<file path="src/alr_pkg.sv">
// Shared constants and field layout for the anti-aliased line rasteriser.
package alr_pkg;

   localparam int COORD_W    = 6;
   localparam int SIDE_W     = 7;
   localparam int LEVEL_W    = 8;
   localparam int REQ_DATA_W = 16;
   localparam int RSP_DATA_W = 48;

   // Request tdata layout.
   localparam int REQ_X_LO = 0;
   localparam int REQ_Y_LO = REQ_X_LO + COORD_W;

   // Response tdata layout.
   localparam int RSP_MAIN_X_LO     = 0;
   localparam int RSP_MAIN_Y_LO     = RSP_MAIN_X_LO + COORD_W;
   localparam int RSP_MAIN_LEVEL_LO = RSP_MAIN_Y_LO + COORD_W;
   localparam int RSP_SIDE_X_LO     = RSP_MAIN_LEVEL_LO + LEVEL_W;
   localparam int RSP_SIDE_Y_LO     = RSP_SIDE_X_LO + SIDE_W;
   localparam int RSP_SIDE_LEVEL_LO = RSP_SIDE_Y_LO + SIDE_W;
   localparam int RSP_USED_W        = RSP_SIDE_LEVEL_LO + LEVEL_W;

   // Command codes carried in req_tuser.
   localparam logic OP_MOVE = 1'b0;
   localparam logic OP_LINE = 1'b1;

   typedef logic [COORD_W-1:0] coord_type;
   typedef logic [LEVEL_W-1:0] level_type;
   typedef logic [SIDE_W-1:0]  side_type;

endpackage

</file>
<file path="src/antialiased_line_rasterizer_top.sv">
// Top level of the anti-aliased line rasteriser: command sequencer and stepper.
//
// Commands arrive on the req_ stream: req_tuser selects a pen move or a line,
// req_tdata carries the target point. A move produces no result. A line
// draws from the pen to the point and leaves the pen there; it
// produces one rsp_ transaction per pixel step along the major axis, with
// rsp_tlast on the final one. A zero-length line produces a single transaction
// with rsp_tuser set and all pixel fields zero.
// A line spends a setup state, in which the bit-serial slope divider is
// started, then waits in the divide state while the divider develops
// FRAC_BITS+6 quotient bits and hands the result over, then makes one step
// per cycle for |major| steps (up to 63) while the receiver keeps up.
// req_tready is high only while the sequencer is idle; the next command may be
// accepted while the last result still sits in the output register.
// While a result waits on the port with rsp_tready low, the stepper holds
// its position and the result stays unchanged. Reset clears the pen to the
// origin, empties the output register and returns the sequencer to idle.
module antialiased_line_rasterizer_top #(
   parameter int TILE_SIZE  = 64,
   parameter int LEVEL_BITS = 8,
   parameter int FRAC_BITS  = 16
) (
   input  logic                             clock,
   input  logic                             reset,
   input  logic                             req_tvalid,
   output logic                             req_tready,
   // point_x [5:0], point_y [11:6], zero [15:12]
   input  logic [alr_pkg::REQ_DATA_W-1:0]   req_tdata,
   // operation [0]
   input  logic                             req_tuser,
   output logic                             rsp_tvalid,
   input  logic                             rsp_tready,
   // main_x [5:0], main_y [11:6], main_level [19:12], side_x [26:20],
   // side_y [33:27], side_level [41:34], zero [47:42]
   output logic [alr_pkg::RSP_DATA_W-1:0]   rsp_tdata,
   // empty_res [0]
   output logic                             rsp_tuser,
   output logic                             rsp_tlast
);
   import alr_pkg::*;

   localparam logic [2:0] ST_IDLE  = 3'd0;
   localparam logic [2:0] ST_SETUP = 3'd1;
   localparam logic [2:0] ST_DIV   = 3'd2;
   localparam logic [2:0] ST_STEP  = 3'd3;
   localparam logic [2:0] ST_EMPTY = 3'd4;

   localparam coord_type TILE_MAX = COORD_W'(TILE_SIZE - 1);
   localparam logic [FRAC_BITS:0] ONE = {1'b1, {FRAC_BITS{1'b0}}};

   logic [2:0]          state_ff, state_in;
   coord_type           pen_x_ff, pen_x_in, pen_y_ff, pen_y_in;
   coord_type           sx_ff, sx_in, sy_ff, sy_in, ex_ff, ex_in, ey_ff, ey_in;
   coord_type           maj_ff, maj_in, mnr_ff, mnr_in;
   coord_type           dmaj_ff, dmaj_in, cnt_ff, cnt_in;
   logic                steep_ff, steep_in, neg_ff, neg_in;
   logic [FRAC_BITS:0]  e_ff, e_in, slope_ff, slope_in;

   logic                rsp_valid_ff, rsp_valid_in;
   logic [RSP_DATA_W-1:0] rsp_data_ff, rsp_data_in;
   logic                rsp_empty_ff, rsp_empty_in, rsp_last_ff, rsp_last_in;

   coord_type           tx, ty, raw_x, raw_y;
   logic signed [COORD_W:0] dx, dy;
   coord_type           adx, ady, st_x, st_y;
   logic                steep_c, swap_c, neg_c;
   logic                div_start, div_done;
   logic [FRAC_BITS:0]  div_q;
   logic                out_free;
   logic [FRAC_BITS:0]  e_sum, side_frac;
   logic                wrap;
   coord_type           px, py;
   side_type            side_x, side_y;
   level_type           main_level, side_level;

   // The divider is started from the setup cycle, so it takes the orientation
   // straight from the latched endpoints.
   alr_div #(.FRAC_BITS(FRAC_BITS)) u_div (
      .clock    (clock),
      .reset    (reset),
      .start    (div_start),
      .numer    (steep_c ? adx : ady),
      .denom    (steep_c ? ady : adx),
      .done     (div_done),
      .quotient (div_q)
   );

   alr_level #(.LEVEL_BITS(LEVEL_BITS), .FRAC_BITS(FRAC_BITS)) u_main_level (
      .frac  (e_sum),
      .level (main_level)
   );

   alr_level #(.LEVEL_BITS(LEVEL_BITS), .FRAC_BITS(FRAC_BITS)) u_side_level (
      .frac  (side_frac),
      .level (side_level)
   );

   always_comb begin
      raw_x = req_tdata[REQ_X_LO +: COORD_W];
      raw_y = req_tdata[REQ_Y_LO +: COORD_W];
      tx    = (raw_x > TILE_MAX) ? TILE_MAX : raw_x;
      ty    = (raw_y > TILE_MAX) ? TILE_MAX : raw_y;

      // Line geometry from the latched endpoints.
      dx      = $signed({1'b0, ex_ff}) - $signed({1'b0, sx_ff});
      dy      = $signed({1'b0, ey_ff}) - $signed({1'b0, sy_ff});
      adx     = dx[COORD_W] ? COORD_W'(-dx) : dx[COORD_W-1:0];
      ady     = dy[COORD_W] ? COORD_W'(-dy) : dy[COORD_W-1:0];
      steep_c = ady > adx;
      swap_c  = steep_c ? dy[COORD_W] : dx[COORD_W];
      neg_c   = (steep_c ? dx[COORD_W] : dy[COORD_W]) ^ swap_c;
      st_x    = swap_c ? ex_ff : sx_ff;
      st_y    = swap_c ? ey_ff : sy_ff;

      // One pixel step.
      e_sum     = e_ff + slope_ff;
      wrap      = e_sum[FRAC_BITS];
      side_frac = wrap ? '0 : ONE - e_sum;
      px        = steep_ff ? mnr_ff : maj_ff;
      py        = steep_ff ? maj_ff : mnr_ff;
      side_x    = steep_ff ? {1'b0, px} + 1'b1 : {1'b0, px};
      side_y    = steep_ff ? {1'b0, py} : {1'b0, py} + 1'b1;
      out_free  = !rsp_valid_ff || rsp_tready;
   end

   always_comb begin
      state_in     = state_ff;
      pen_x_in     = pen_x_ff;
      pen_y_in     = pen_y_ff;
      sx_in        = sx_ff;
      sy_in        = sy_ff;
      ex_in        = ex_ff;
      ey_in        = ey_ff;
      maj_in       = maj_ff;
      mnr_in       = mnr_ff;
      dmaj_in      = dmaj_ff;
      cnt_in       = cnt_ff;
      steep_in     = steep_ff;
      neg_in       = neg_ff;
      e_in         = e_ff;
      slope_in     = slope_ff;
      div_start    = 1'b0;
      rsp_valid_in = rsp_valid_ff && !rsp_tready;
      rsp_data_in  = rsp_data_ff;
      rsp_empty_in = rsp_empty_ff;
      rsp_last_in  = rsp_last_ff;
      req_tready   = (state_ff == ST_IDLE);

      unique case (state_ff)
         ST_IDLE: begin
            if (req_tvalid) begin
               pen_x_in = tx;
               pen_y_in = ty;
               if (req_tuser == OP_LINE) begin
                  sx_in    = pen_x_ff;
                  sy_in    = pen_y_ff;
                  ex_in    = tx;
                  ey_in    = ty;
                  state_in = ST_SETUP;
               end
            end
         end
         ST_SETUP: begin
            if (adx == '0 && ady == '0) begin
               state_in = ST_EMPTY;
            end else begin
               steep_in  = steep_c;
               neg_in    = neg_c;
               maj_in    = steep_c ? st_y : st_x;
               mnr_in    = steep_c ? st_x : st_y;
               dmaj_in   = steep_c ? ady : adx;
               cnt_in    = '0;
               e_in      = '0;
               div_start = 1'b1;
               state_in  = ST_DIV;
            end
         end
         ST_DIV: begin
            if (div_done) begin
               slope_in = div_q;
               state_in = ST_STEP;
            end
         end
         ST_STEP: begin
            if (out_free) begin
               rsp_valid_in = 1'b1;
               rsp_empty_in = 1'b0;
               rsp_last_in  = (cnt_ff == dmaj_ff - 1'b1);
               rsp_data_in  = '0;
               rsp_data_in[RSP_MAIN_X_LO +: COORD_W]     = px;
               rsp_data_in[RSP_MAIN_Y_LO +: COORD_W]     = py;
               rsp_data_in[RSP_MAIN_LEVEL_LO +: LEVEL_W] = main_level;
               rsp_data_in[RSP_SIDE_X_LO +: SIDE_W]      = side_x;
               rsp_data_in[RSP_SIDE_Y_LO +: SIDE_W]      = side_y;
               rsp_data_in[RSP_SIDE_LEVEL_LO +: LEVEL_W] = side_level;
               e_in   = {1'b0, e_sum[FRAC_BITS-1:0]};
               maj_in = maj_ff + 1'b1;
               cnt_in = cnt_ff + 1'b1;
               if (wrap) begin
                  mnr_in = neg_ff ? mnr_ff - 1'b1 : mnr_ff + 1'b1;
               end
               if (cnt_ff == dmaj_ff - 1'b1) begin
                  state_in = ST_IDLE;
               end
            end
         end
         ST_EMPTY: begin
            if (out_free) begin
               rsp_valid_in = 1'b1;
               rsp_empty_in = 1'b1;
               rsp_last_in  = 1'b1;
               rsp_data_in  = '0;
               state_in     = ST_IDLE;
            end
         end
         default: begin
            state_in = ST_IDLE;
         end
      endcase
   end

   always_ff @(posedge clock) begin
      if (reset) begin
         state_ff     <= ST_IDLE;
         pen_x_ff     <= '0;
         pen_y_ff     <= '0;
         rsp_valid_ff <= 1'b0;
      end else begin
         state_ff     <= state_in;
         pen_x_ff     <= pen_x_in;
         pen_y_ff     <= pen_y_in;
         rsp_valid_ff <= rsp_valid_in;
      end
      sx_ff        <= sx_in;
      sy_ff        <= sy_in;
      ex_ff        <= ex_in;
      ey_ff        <= ey_in;
      maj_ff       <= maj_in;
      mnr_ff       <= mnr_in;
      dmaj_ff      <= dmaj_in;
      cnt_ff       <= cnt_in;
      steep_ff     <= steep_in;
      neg_ff       <= neg_in;
      e_ff         <= e_in;
      slope_ff     <= slope_in;
      rsp_data_ff  <= rsp_data_in;
      rsp_empty_ff <= rsp_empty_in;
      rsp_last_ff  <= rsp_last_in;
   end

   assign rsp_tvalid = rsp_valid_ff;
   assign rsp_tdata  = rsp_data_ff;
   assign rsp_tuser  = rsp_empty_ff;
   assign rsp_tlast  = rsp_last_ff;

   a_empty_is_last: assert property (@(posedge clock) disable iff (reset)
      rsp_valid_ff && rsp_empty_ff |-> rsp_last_ff)
      else $error("empty line result without last marker");

   a_error_below_one: assert property (@(posedge clock) disable iff (reset)
      state_ff == ST_STEP |-> e_ff < ONE)
      else $error("error term not reduced below one");

   a_step_count_in_range: assert property (@(posedge clock) disable iff (reset)
      state_ff == ST_STEP |-> cnt_ff < dmaj_ff)
      else $error("step counter ran past the line length");

   a_div_done_in_div: assert property (@(posedge clock) disable iff (reset)
      div_done |-> state_ff == ST_DIV)
      else $error("slope ready outside the divide phase");

endmodule

</file>
<file path="src/alr_div.sv">
// Iterative restoring divider producing the Q1.FRAC_BITS slope, one bit per cycle.
module alr_div #(
   parameter int FRAC_BITS = 16
) (
   input  logic                    clock,
   input  logic                    reset,
   input  logic                    start,
   input  alr_pkg::coord_type      numer,
   input  alr_pkg::coord_type      denom,
   output logic                    done,
   output logic [FRAC_BITS:0]      quotient
);
   import alr_pkg::*;

   localparam int ACC_W = FRAC_BITS + COORD_W;
   localparam int CNT_W = $clog2(ACC_W);
   localparam logic [CNT_W-1:0] CNT_LAST = CNT_W'(ACC_W - 1);

   logic [ACC_W-1:0]   acc_ff, acc_in;
   logic [COORD_W:0]   rem_ff, rem_in;
   coord_type          div_ff, div_in;
   logic [CNT_W-1:0]   cnt_ff, cnt_in;
   logic               busy_ff, busy_in;
   logic               done_ff, done_in;
   logic [COORD_W:0]   trial;
   logic               fits;

   always_comb begin
      trial   = {rem_ff[COORD_W-1:0], acc_ff[ACC_W-1]};
      fits    = trial >= {1'b0, div_ff};
      acc_in  = acc_ff;
      rem_in  = rem_ff;
      div_in  = div_ff;
      cnt_in  = cnt_ff;
      busy_in = busy_ff;
      done_in = 1'b0;
      if (start) begin
         acc_in  = {numer, {FRAC_BITS{1'b0}}};
         rem_in  = '0;
         div_in  = denom;
         cnt_in  = '0;
         busy_in = 1'b1;
      end else if (busy_ff) begin
         rem_in = fits ? trial - {1'b0, div_ff} : trial;
         acc_in = {acc_ff[ACC_W-2:0], fits};
         cnt_in = cnt_ff + 1'b1;
         if (cnt_ff == CNT_LAST) begin
            busy_in = 1'b0;
            done_in = 1'b1;
         end
      end
   end

   always_ff @(posedge clock) begin
      if (reset) begin
         busy_ff <= 1'b0;
         done_ff <= 1'b0;
      end else begin
         busy_ff <= busy_in;
         done_ff <= done_in;
      end
      acc_ff <= acc_in;
      rem_ff <= rem_in;
      div_ff <= div_in;
      cnt_ff <= cnt_in;
   end

   assign done     = done_ff;
   assign quotient = acc_ff[FRAC_BITS:0];

   a_rem_below_divisor: assert property (@(posedge clock) disable iff (reset)
      busy_ff |-> rem_ff < {1'b0, div_ff})
      else $error("divider remainder not below divisor");

   a_done_single_pulse: assert property (@(posedge clock) disable iff (reset)
      done_ff |=> !done_ff)
      else $error("divider done held for more than one cycle");

   a_done_ends_busy: assert property (@(posedge clock) disable iff (reset)
      done_ff |-> !busy_ff)
      else $error("divider still busy when done");

endmodule

</file>
<file path="src/alr_level.sv">
// Converts an error fraction to a saturated grey level by shift and subtract.
module alr_level #(
   parameter int LEVEL_BITS = 8,
   parameter int FRAC_BITS  = 16
) (
   input  logic [FRAC_BITS:0]  frac,
   output alr_pkg::level_type  level
);
   import alr_pkg::*;

   localparam int PROD_W = FRAC_BITS + 1 + LEVEL_BITS;
   localparam logic [LEVEL_BITS:0] LMAX = {1'b0, {LEVEL_BITS{1'b1}}};

   logic [PROD_W-1:0]          prod;
   logic [LEVEL_BITS:0]        scaled;
   logic [LEVEL_BITS-1:0]      sat;
   logic [LEVEL_BITS+LEVEL_W-1:0] wide;

   always_comb begin
      // frac * (2^LEVEL_BITS - 1) without a multiplier.
      prod   = {frac, {LEVEL_BITS{1'b0}}} - {{LEVEL_BITS{1'b0}}, frac};
      scaled = prod[PROD_W-1:FRAC_BITS];
      sat    = (scaled > LMAX) ? LMAX[LEVEL_BITS-1:0] : scaled[LEVEL_BITS-1:0];
      wide   = {{LEVEL_W{1'b0}}, sat};
      level  = wide[LEVEL_W-1:0];
   end

endmodule

</file>
<file path="config.mk">
export PLATFORM = sky130hd
export DESIGN_NAME = antialiased_line_rasterizer_top
export DESIGN_NICKNAME = d
export VERILOG_FILES = /design/src/alr_pkg.sv /design/src/antialiased_line_rasterizer_top.sv /design/src/alr_div.sv /design/src/alr_level.sv
export SDC_FILE = /design/constraint.sdc
export NUM_CORES = 1
export LEC_CHECK = 0
export BUFFER_PORTS_ARGS = -buffer_cell sky130_fd_sc_hd__buf_4
export CAP_MARGIN = 10
export CORE_AREA = 2 2 184 186
export CTS_BUF_LIST = sky130_fd_sc_hd__clkbuf_8
export CTS_CLUSTER_DIAMETER = 120
export DETAILED_ROUTE_END_ITERATION = 16
export DIE_AREA = 0 0 186 188
export GPL_TIMING_DRIVEN = 1
export PLACE_DENSITY_LB_ADDON = 0.12
export SLEW_MARGIN = 20
export SYNTH_ARGS = -nofsm -noshare
export SYNTH_HDL_FRONTEND = slang
export SYNTH_HIERARCHICAL = 1
export SYNTH_SLANG_ARGS = --single-unit
</file>
<file path="constraint.sdc">
create_clock -name clock -period 13.08 [get_ports clock]
set_clock_uncertainty 0.15 [all_clocks]
set_input_delay 1.308 -clock clock [delete_from_list [all_inputs] [get_ports clock]]
set_output_delay 1.308 -clock clock [all_outputs]
set_load 0.02 [all_outputs]
</file>
==> key figures, run 1 <==
Clocking
  • Number of buffers created by CTS: 17
  • CTS max path bufs: 2
  • Hold Buf Count CTS: 0
  • Post-CTS Setup Bufs: 0
  • Clock transition at path regs: 0.10 ns
  • Clk_lat worst skew: 0.48 ns
  • Clock Sinks: 184
  • # H-tree levels: 4
  • Clk root buf: clkbuf_8
  • Post-CTS resize count: 0
  • TritonCTS clock tree: yes

STA
  • Fin. Hold Viols: 0
  • Final worst path period share: 0.499
  • Setup TNS: 0 ns
  • Tmin final: 6.53 ns
  • Tightest Pin Transition: 1.05 ns
  • Hold WS: 0.289 ns
  • Count of final setup violators: 0
  • Max_slew headroom: 0.303
  • RSZ-0062 raised after global routing: no
  • Pins Over Slew Limit: 0
  • Fmax: 0.153 GHz

Floorplanning
  • Row count: 67
  • Core area: 0.0331 mm²
  • Io pins: 73
  • Die Y: 188 µm
  • Die area: 0.0350 mm²
  • Initial Utilization: 0.346
  • Die Width: 186 µm

Route
  • Detail Route met2 WL: 11100 µm
  • Wl on met1: 12800 µm
  • Via/cell ratio: 4.91
  • Avg WL per Cell: 15.1 µm
  • DRT iter0 DRCs: 419
  • Final ANT Viol Nets: 0
  • Routed via count: 8050
  • Total Routed Length: 24800 µm
  • Max layer used: met4
  • # DRC: 0
  • Drt first pass iters: 4
  • DR WL met3: 626 µm

Synth
  • Post-synth EDFFs: 139
  • Synth Flop Type: edfxtp_1
  • Synthesis Warnings: 6
  • Synth unique cells: 83
  • Asr flop ratio synth: 0
  • Synth Register Bits: 184
  • Sequential area share after synthesis: 0.443
  • Avg Synthesized Cell Area: 9.87 µm²
  • Area of the mapped netlist: 0.0115 mm²
  • Mapped Cells: 1161

GRT
  • Total GRT Usage: 0.148
  • Overflow after GRT: 0
  • Largest net degree at the start of global routing: 53
  • First-pass GRT wire length: 41000 µm
  • Initial antenna violation count: 0
  • Number of global-route vias before repair: 7898

Power and ir drop
  • Gate power share: 0.359
  • Seq pwr share: 0.421
  • Worst VDD drop: 0.0756 mV
  • Fraction of power spent switching nets: 0.361
  • Pwr dens: 140 mW/mm²
  • Clk network pwr share: 0.219
  • Leakage: 4.83 nW
  • Int Pwr: 1.13 mW
  • Switching power: 0.641 mW

Setup path
  • Crit path launch type: flop
  • Req. time, crit path: 13.17 ns
  • Critical-path maximum fanout: 7
  • R2r setup slk: 6.55 ns
  • CP arrival: 6.62 ns
  • Critical path class: reg -> reg
  • CP Capture Type: flop

Placement
  • DP HPWL: 18600 µm
  • PortBufs: 62
  • DP Cell Count: 1607
  • Dpl cell area: 0.0122 mm²
  • RePlAce Congestion: 0.803

Run
  • Max-cap check violation count: 0

Cells and area
  • Layout area overhead: 10.4%
  • Final Util: 0.382
  • Most common cell after layout, fill and taps aside: edfxtp_1
  • N_diodes: 0
  • Layout cell share with drive strength beyond 1: 0.127
  • Finished Cell Area: 0.0127 mm²
  • Non-filler cells, final: 1640
  • Most frequent cells in the layout: edfxtp_1, nor2_1, nand2_1
  • Final nets: 1278

Hold path
  • Hold Path Class: reg -> reg

Outcome
  • Status: finished clean
[registers in the layout, indices dropped and copies added, names as in the netlist, 16 cells and up]
register,cells
e_ff,16
slope_ff,17
u_div/acc_ff,22
rsp_tdata,42
[Yosys cell counts, types with 5 or more instances]
cell type	n	area [µm²]
edfxtp_1	139	4170
nor2_1	118	443
nand2_1	95	357
ha_1	73	913
a21oi_1	68	340
inv_1	67	251
clkbuf_1	51	191
o21ai_0	48	240
dfxtp_1	45	901
mux2i_1	39	390
xnor2_1	39	342
xor2_1	32	280
and2_1	31	194
o211ai_1	24	180
buf_4	23	173
nand3_1	23	115
nor3_1	22	110
nor2b_1	14	87.6
nand2b_1	12	75.1
o31ai_1	11	82.6
or3_1	11	68.8
and3_1	10	62.6
nand4_1	10	62.6
a21o_1	9	67.6
mux2_2	8	90.1
o21a_1	8	60.1
a211o_1	6	52.6
a31oi_1	6	37.5
nand3b_1	6	45.0
nor4_1	6	37.5
o21ai_1	6	30.0
a211oi_1	5	37.5
fa_1	5	100
[final timing paths]
kind / endpoint / cells past startpoint / start
setup / recovery: rsp_tdata[37]$_SDFFCE_PP0P_ / 19 / slope_ff[0]$_DFFE_PP_
hold / removal: sy_ff[4]$_DFFE_PP_ / 0 / pen_y_ff[4]$_SDFFE_PP0P_
setup reg to reg: rsp_tdata[37]$_SDFFCE_PP0P_ / 19 / slope_ff[0]$_DFFE_PP_
hold reg to reg: sy_ff[4]$_DFFE_PP_ / 0 / pen_y_ff[4]$_SDFFE_PP0P_
[logic make-up after synthesis]
logic type,share of synthesized area
simple gates,0.174
compound gates,0.133
xor+xnor,0.0600
mux,0.0432
buf+inv,0.0581
flops,0.443
other cells,0.000327
fa+ha+maj,0.0885
[power by group through the flow]
| stage | combinational [mW] | sequential, mW | clock (mW) |
|---|---|---|---|
| 2_1_floorplan | 0.492 | 0.747 | 0 |
| 3_3_place_gp | 0.619 | 0.760 | 0 |
| 3_5_place_dp | 0.622 | 0.761 | 0 |
| 4_1_cts | 0.626 | 0.748 | 0.407 |
| 5_1_grt | 0.721 | 0.755 | 0.428 |
| 6_report | 0.637 | 0.747 | 0.389 |
[per-stage QoR]
stage               setup WS (ns)  total power [mW]
floorplan                    7.33              1.24
global placement             6.52              1.38
detailed placement           6.54              1.38
CTS                          6.53              1.78
global route                 6.07              1.90
finish                       6.55              1.77
[worst max-delay path, stage by stage, from the launching register on]
cell      delay (ns)
edfxtp_1        0.43
ha_1            0.23
fa_1            0.41
a21o_2          0.24
a21oi_1         0.17
xor2_1          0.50
nand4b_1        0.26
nor4_1          0.48
nand2_1         0.17
or3_1           0.32
nor3_1          0.40
inv_1           0.13
ha_1            0.26
or4_4           0.58
or3_4           0.36
or3_4           0.35
a211oi_4        0.24
xnor2_2         0.21
o221ai_1        0.25
and2_1          0.19
[area by class of cell]
class	count	area, µm²
Clock buffer	18	248
Clock inverter	14	144
Fill cell	3345	20500
Inverter	70	263
Multi-Input combinational cell	832	5790
Sequential cell	184	5070
Tap cell	448	561
Timing Repair Buffer	74	576
[metal layers]
metal	vias up	global-route usage
met1	3787	0.212
li1	4149	-
met3	14	0.0235
met5	-	0
met4	0	0.0400
met2	100	0.231
Note: power is estimated with default switching activity, not from simulation.
==> run 2, diff against run 1 <==
ABC_AREA = 1   (was unset)
CORE_AREA = 2 2 196 198   (was 2 2 184 186)
DIE_AREA = 0 0 198 200   (was 0 0 186 188)
clock period = 6.6 ns   (was 13.08 ns; I/O delays follow)
==> key figures, run 2 <==
STA
  • Pins Over Slew Limit: 0 (unchanged)
  • Setup TNS: 0 ns (unchanged)
  • Fin. Hold Viols: 0 (unchanged)
  • Final worst path period share: 0.741 (was 0.499)
  • Max_slew headroom: 0.337 (was 0.303)
  • RSZ-0062 raised after global routing: no (unchanged)
  • Count of final setup violators: 0 (unchanged)
  • Tmin final: 4.89 ns (was 6.53 ns)
  • Hold WS: 0.212 ns (was 0.289 ns)
  • Tightest Pin Transition: 0.988 ns (was 1.05 ns)
  • Fmax: 0.205 GHz (was 0.153 GHz)

Floorplanning
  • Die area: 0.0396 mm² (was 0.0350 mm²)
  • Die Width: 198 µm (was 186 µm)
  • Initial Utilization: 0.345 (was 0.346)
  • Core area: 0.0374 mm² (was 0.0331 mm²)
  • Io pins: 73 (unchanged)
  • Row count: 71 (was 67)
  • Die Y: 200 µm (was 188 µm)

Setup path
  • Critical path class: reg -> reg (unchanged)
  • Critical-path maximum fanout: 24 (was 7)
  • Critical Path Max Stage Delay: 0.71 ns (was 0.58 ns)
  • R2r setup slk: 1.71 ns (was 6.55 ns)
  • CP most frequent cell: nand2_1
  • RR Endpoint: mnr_ff[1]$_DFFE_PP_ (was rsp_tdata[37]$_SDFFCE_PP0P_)
  • Req. time, crit path: 6.68 ns (was 13.17 ns)
  • Worst R2R Path Depth: 20 (was 19)
  • WP buf/inv: 2 (was 1)
  • Crit path launch type: flop (unchanged)
  • CP cell instances: ha_1 > nand2_1 > nand2_1 > nand2_1 > nand2_1 > nor2_1 > o21ai_0 > nand2_1 > inv_1 > ha_1 > nand2_1 > nor2_1 > o21ai_1 > o211ai_1 > nand2_1 > buf_4 > o21ai_4 > o21ai_0 > o21ai_0 > o22ai_1 (was ha_1 > fa_1 > a21o_2 > a21oi_1 > xor2_1 > nand4b_1 > nor4_1 > nand2_1 > or3_1 > nor3_1 > inv_1 > ha_1 > or4_4 > or3_4 > or3_4 > a211oi_4 > xnor2_2 > o221ai_1 > and2_1)
  • Slowest stage cell, crit path: nor2_1 (was or4_4)
  • CP arrival: 4.97 ns (was 6.62 ns)
  • R2R Path Start: ey_ff[3]$_DFFE_PP_ (was slope_ff[0]$_DFFE_PP_)
  • CP Capture Type: flop (unchanged)
  • Top Family by Delay on Critical Path: simple AND/OR/NAND/NOR gates (unchanged)

Outcome
  • Status: finished clean (unchanged)

Synth
  • Synth Register Bits: 184 (unchanged)
  • Post-synth EDFFs: 139 (unchanged)
  • Count leader, synth: nand2_1 (was edfxtp_1)
  • Top cell type's share of synthesized area: 0.323 (was 0.364)
  • Synth area leader: edfxtp_1 (unchanged)
  • Avg Synthesized Cell Area: 7.52 µm² (was 9.87 µm²)
  • Sequential area share after synthesis: 0.393 (was 0.443)
  • Synth area leaders: edfxtp_1, nand2_1, inv_1, ha_1, dfxtp_1 (was edfxtp_1, ha_1, dfxtp_1, nor2_1, mux2i_1)
  • Synth top cells by count: nand2_1, inv_1, nor2_1, edfxtp_1, nand3_1 (was edfxtp_1, nor2_1, nand2_1, ha_1, a21oi_1)
  • Asr flop ratio synth: 0 (unchanged)
  • Synth Flop Type: edfxtp_1 (unchanged)
  • Area of the mapped netlist: 0.0129 mm² (was 0.0115 mm²)
  • Mapped Cells: 1716 (was 1161)
  • Synthesis Warnings: 6 (unchanged)
  • Synth unique cells: 53 (was 83)

Route
  • Drt first pass iters: 5 (was 4)
  • Routed via count: 10.4k (was 8050)
  • # DRC: 0 (unchanged)
  • Avg WL per Cell: 13.3 µm (was 15.1 µm)
  • DRT iter0 DRCs: 592 (was 419)
  • Final ANT Viol Nets: 0 (unchanged)
  • Via/cell ratio: 4.59 (was 4.91)
  • Total Routed Length: 30300 µm (was 24800 µm)

Placement
  • DP Cell Count: 2237 (was 1607)
  • DP HPWL: 24100 µm (was 18600 µm)
  • PortBufs: 62 (unchanged)
  • RePlAce Congestion: 0.861 (was 0.803)
  • Dpl cell area: 0.0137 mm² (was 0.0122 mm²)

Clocking
  • # H-tree levels: 4 (unchanged)
  • Clk root buf: clkbuf_8 (unchanged)
  • Number of buffers created by CTS: 17 (unchanged)
  • Post-CTS resize count: 0 (unchanged)
  • Clk_lat worst skew: 0.50 ns (was 0.48 ns)
  • Post-CTS Setup Bufs: 0 (unchanged)
  • TritonCTS clock tree: yes (unchanged)
  • Clock Sinks: 184 (unchanged)
  • CTS max path bufs: 2 (unchanged)
  • Hold Buf Count CTS: 0 (unchanged)
  • Clock transition at path regs: 0.12 ns (was 0.10 ns)

Cells and area
  • Most common cell after layout, fill and taps aside: nand2_1 (was edfxtp_1)
  • Final nets: 1844 (was 1278)
  • Layout area overhead: 9.63% (was 10.4%)
  • Register area: 0.00507 mm² (unchanged)
  • Most frequent cells in the layout: nand2_1, inv_1, nor2_1 (was edfxtp_1, nor2_1, nand2_1)
  • Non-filler cells, final: 2269 (was 1640)
  • Multi-input gate area: 0.00638 mm² (was 0.00579 mm²)
  • Fillers: 3895 (was 3345)
  • Finished Cell Area: 0.0142 mm² (was 0.0127 mm²)
  • Layout cell share with drive strength beyond 1: 0.126 (was 0.127)
  • Largest register FFs: 42 (unchanged)
  • N_diodes: 0 (unchanged)

GRT
  • Total GRT Usage: 0.160 (was 0.148)
  • Initial antenna violation count: 0 (unchanged)
  • Largest net degree at the start of global routing: 45 (was 53)
  • Number of global-route vias before repair: 10.2k (was 7898)
  • First-pass GRT wire length: 50600 µm (was 41000 µm)
  • Overflow after GRT: 0 (unchanged)

Hold path
  • Hold Path Class: in -> reg (was reg -> reg)
  • Hold path startpoint: req_tdata[8] (was pen_y_ff[4]$_SDFFE_PP0P_)
  • Worst hold stages: 1 (was 0)
  • Hold path endpoint: ey_ff[2]$_DFFE_PP_ (was sy_ff[4]$_DFFE_PP_)

Run
  • Max-cap check violation count: 0 (unchanged)
==> run 2: cell types whose count changed after synthesis, sizes merged, moves of 23 or more <==
| cell | delta |
|---|---|
| nand3 | +93 |
| clkbuf | -23 |
| nand2 | +348 |
| xnor2 | -25 |
| nor2 | +108 |
| and2 | -30 |
| o21ai | +32 |
| mux2i | -39 |
| nand4 | +26 |
| inv | +222 |
==> run 2: cell families after synthesis <==
family	count (synthesis)	share of synthesized area
simple gates	854	0.298
buf+inv	361	0.114
compound gates	206	0.0912
flops	184	0.393
fa+ha+maj	78	0.0785
xor+xnor	32	0.0246
other cells	1	0.000291
==> run 2: worst register-to-register path: stages, from the launching register on <==
cell and delay (ns):
edfxtp_1 0.40, ha_1 0.39, nand2_1 0.09, nand2_1 0.06
nand2_1 0.06, nand2_1 0.07, nor2_1 0.71, o21ai_0 0.21
nand2_1 0.20, inv_1 0.06, ha_1 0.26, nand2_1 0.05
nor2_1 0.12, o21ai_1 0.08, o211ai_1 0.08, nand2_1 0.21
buf_4 0.27, o21ai_4 0.51, o21ai_0 0.32, o21ai_0 0.22
o22ai_1 0.10
==> run 2: how the worst max path moves through the flow <==
stage	startpoint	endpoint	slack [ns]	cells after the start
final	ey_ff[3]$_DFFE_PP_	mnr_ff[1]$_DFFE_PP_	1.71	20
after global routing	ey_ff[3]$_DFFE_PP_	mnr_ff[1]$_DFFE_PP_	1.03	20
after CTS	ey_ff[4]$_DFFE_PP_	mnr_ff[1]$_DFFE_PP_	1.67	20
after detailed placement	ey_ff[3]$_DFFE_PP_	mnr_ff[1]$_DFFE_PP_	1.67	20
after global placement	ey_ff[3]$_DFFE_PP_	mnr_ff[1]$_DFFE_PP_	1.70	20
after floorplan	e_ff[0]$_SDFFCE_PN0P_	rsp_tdata[35]$_SDFFCE_PP0P_	2.43	27
==> run 2: cell type report <==
type,count,share of cell area
well taps,511,0.0452
clock buffers,17,0.0165
flip-flops and latches,184,0.359
clock inverters,15,0.0121
multi-input cells,1176,0.451
inverters,294,0.0782
repair buffers,72,0.0382
==> run 2: per-stage QoR <==
| stage | worst slack (ns) | util |
|---|---|---|
| finish | 1.71 | 0.378 |
| global route | 1.03 | 0.378 |
| CTS | 1.67 | 0.378 |
| detailed placement | 1.67 | 0.368 |
| global placement | 1.70 | 0.368 |
| floorplan | 2.43 | - |
==> run 2: per-layer routing <==
layer,vias to the layer above,track usage,routed length [µm]
met5,-,0,0
met4,0,0.0395,438
met3,20,0.0244,735
met2,118,0.270,14100
met1,4727,0.215,15000
li1,5552,-,-
Power of run 2 is not shown: default switching activity piles up to over one toggle a cycle in this logic, so the estimate is an artifact.
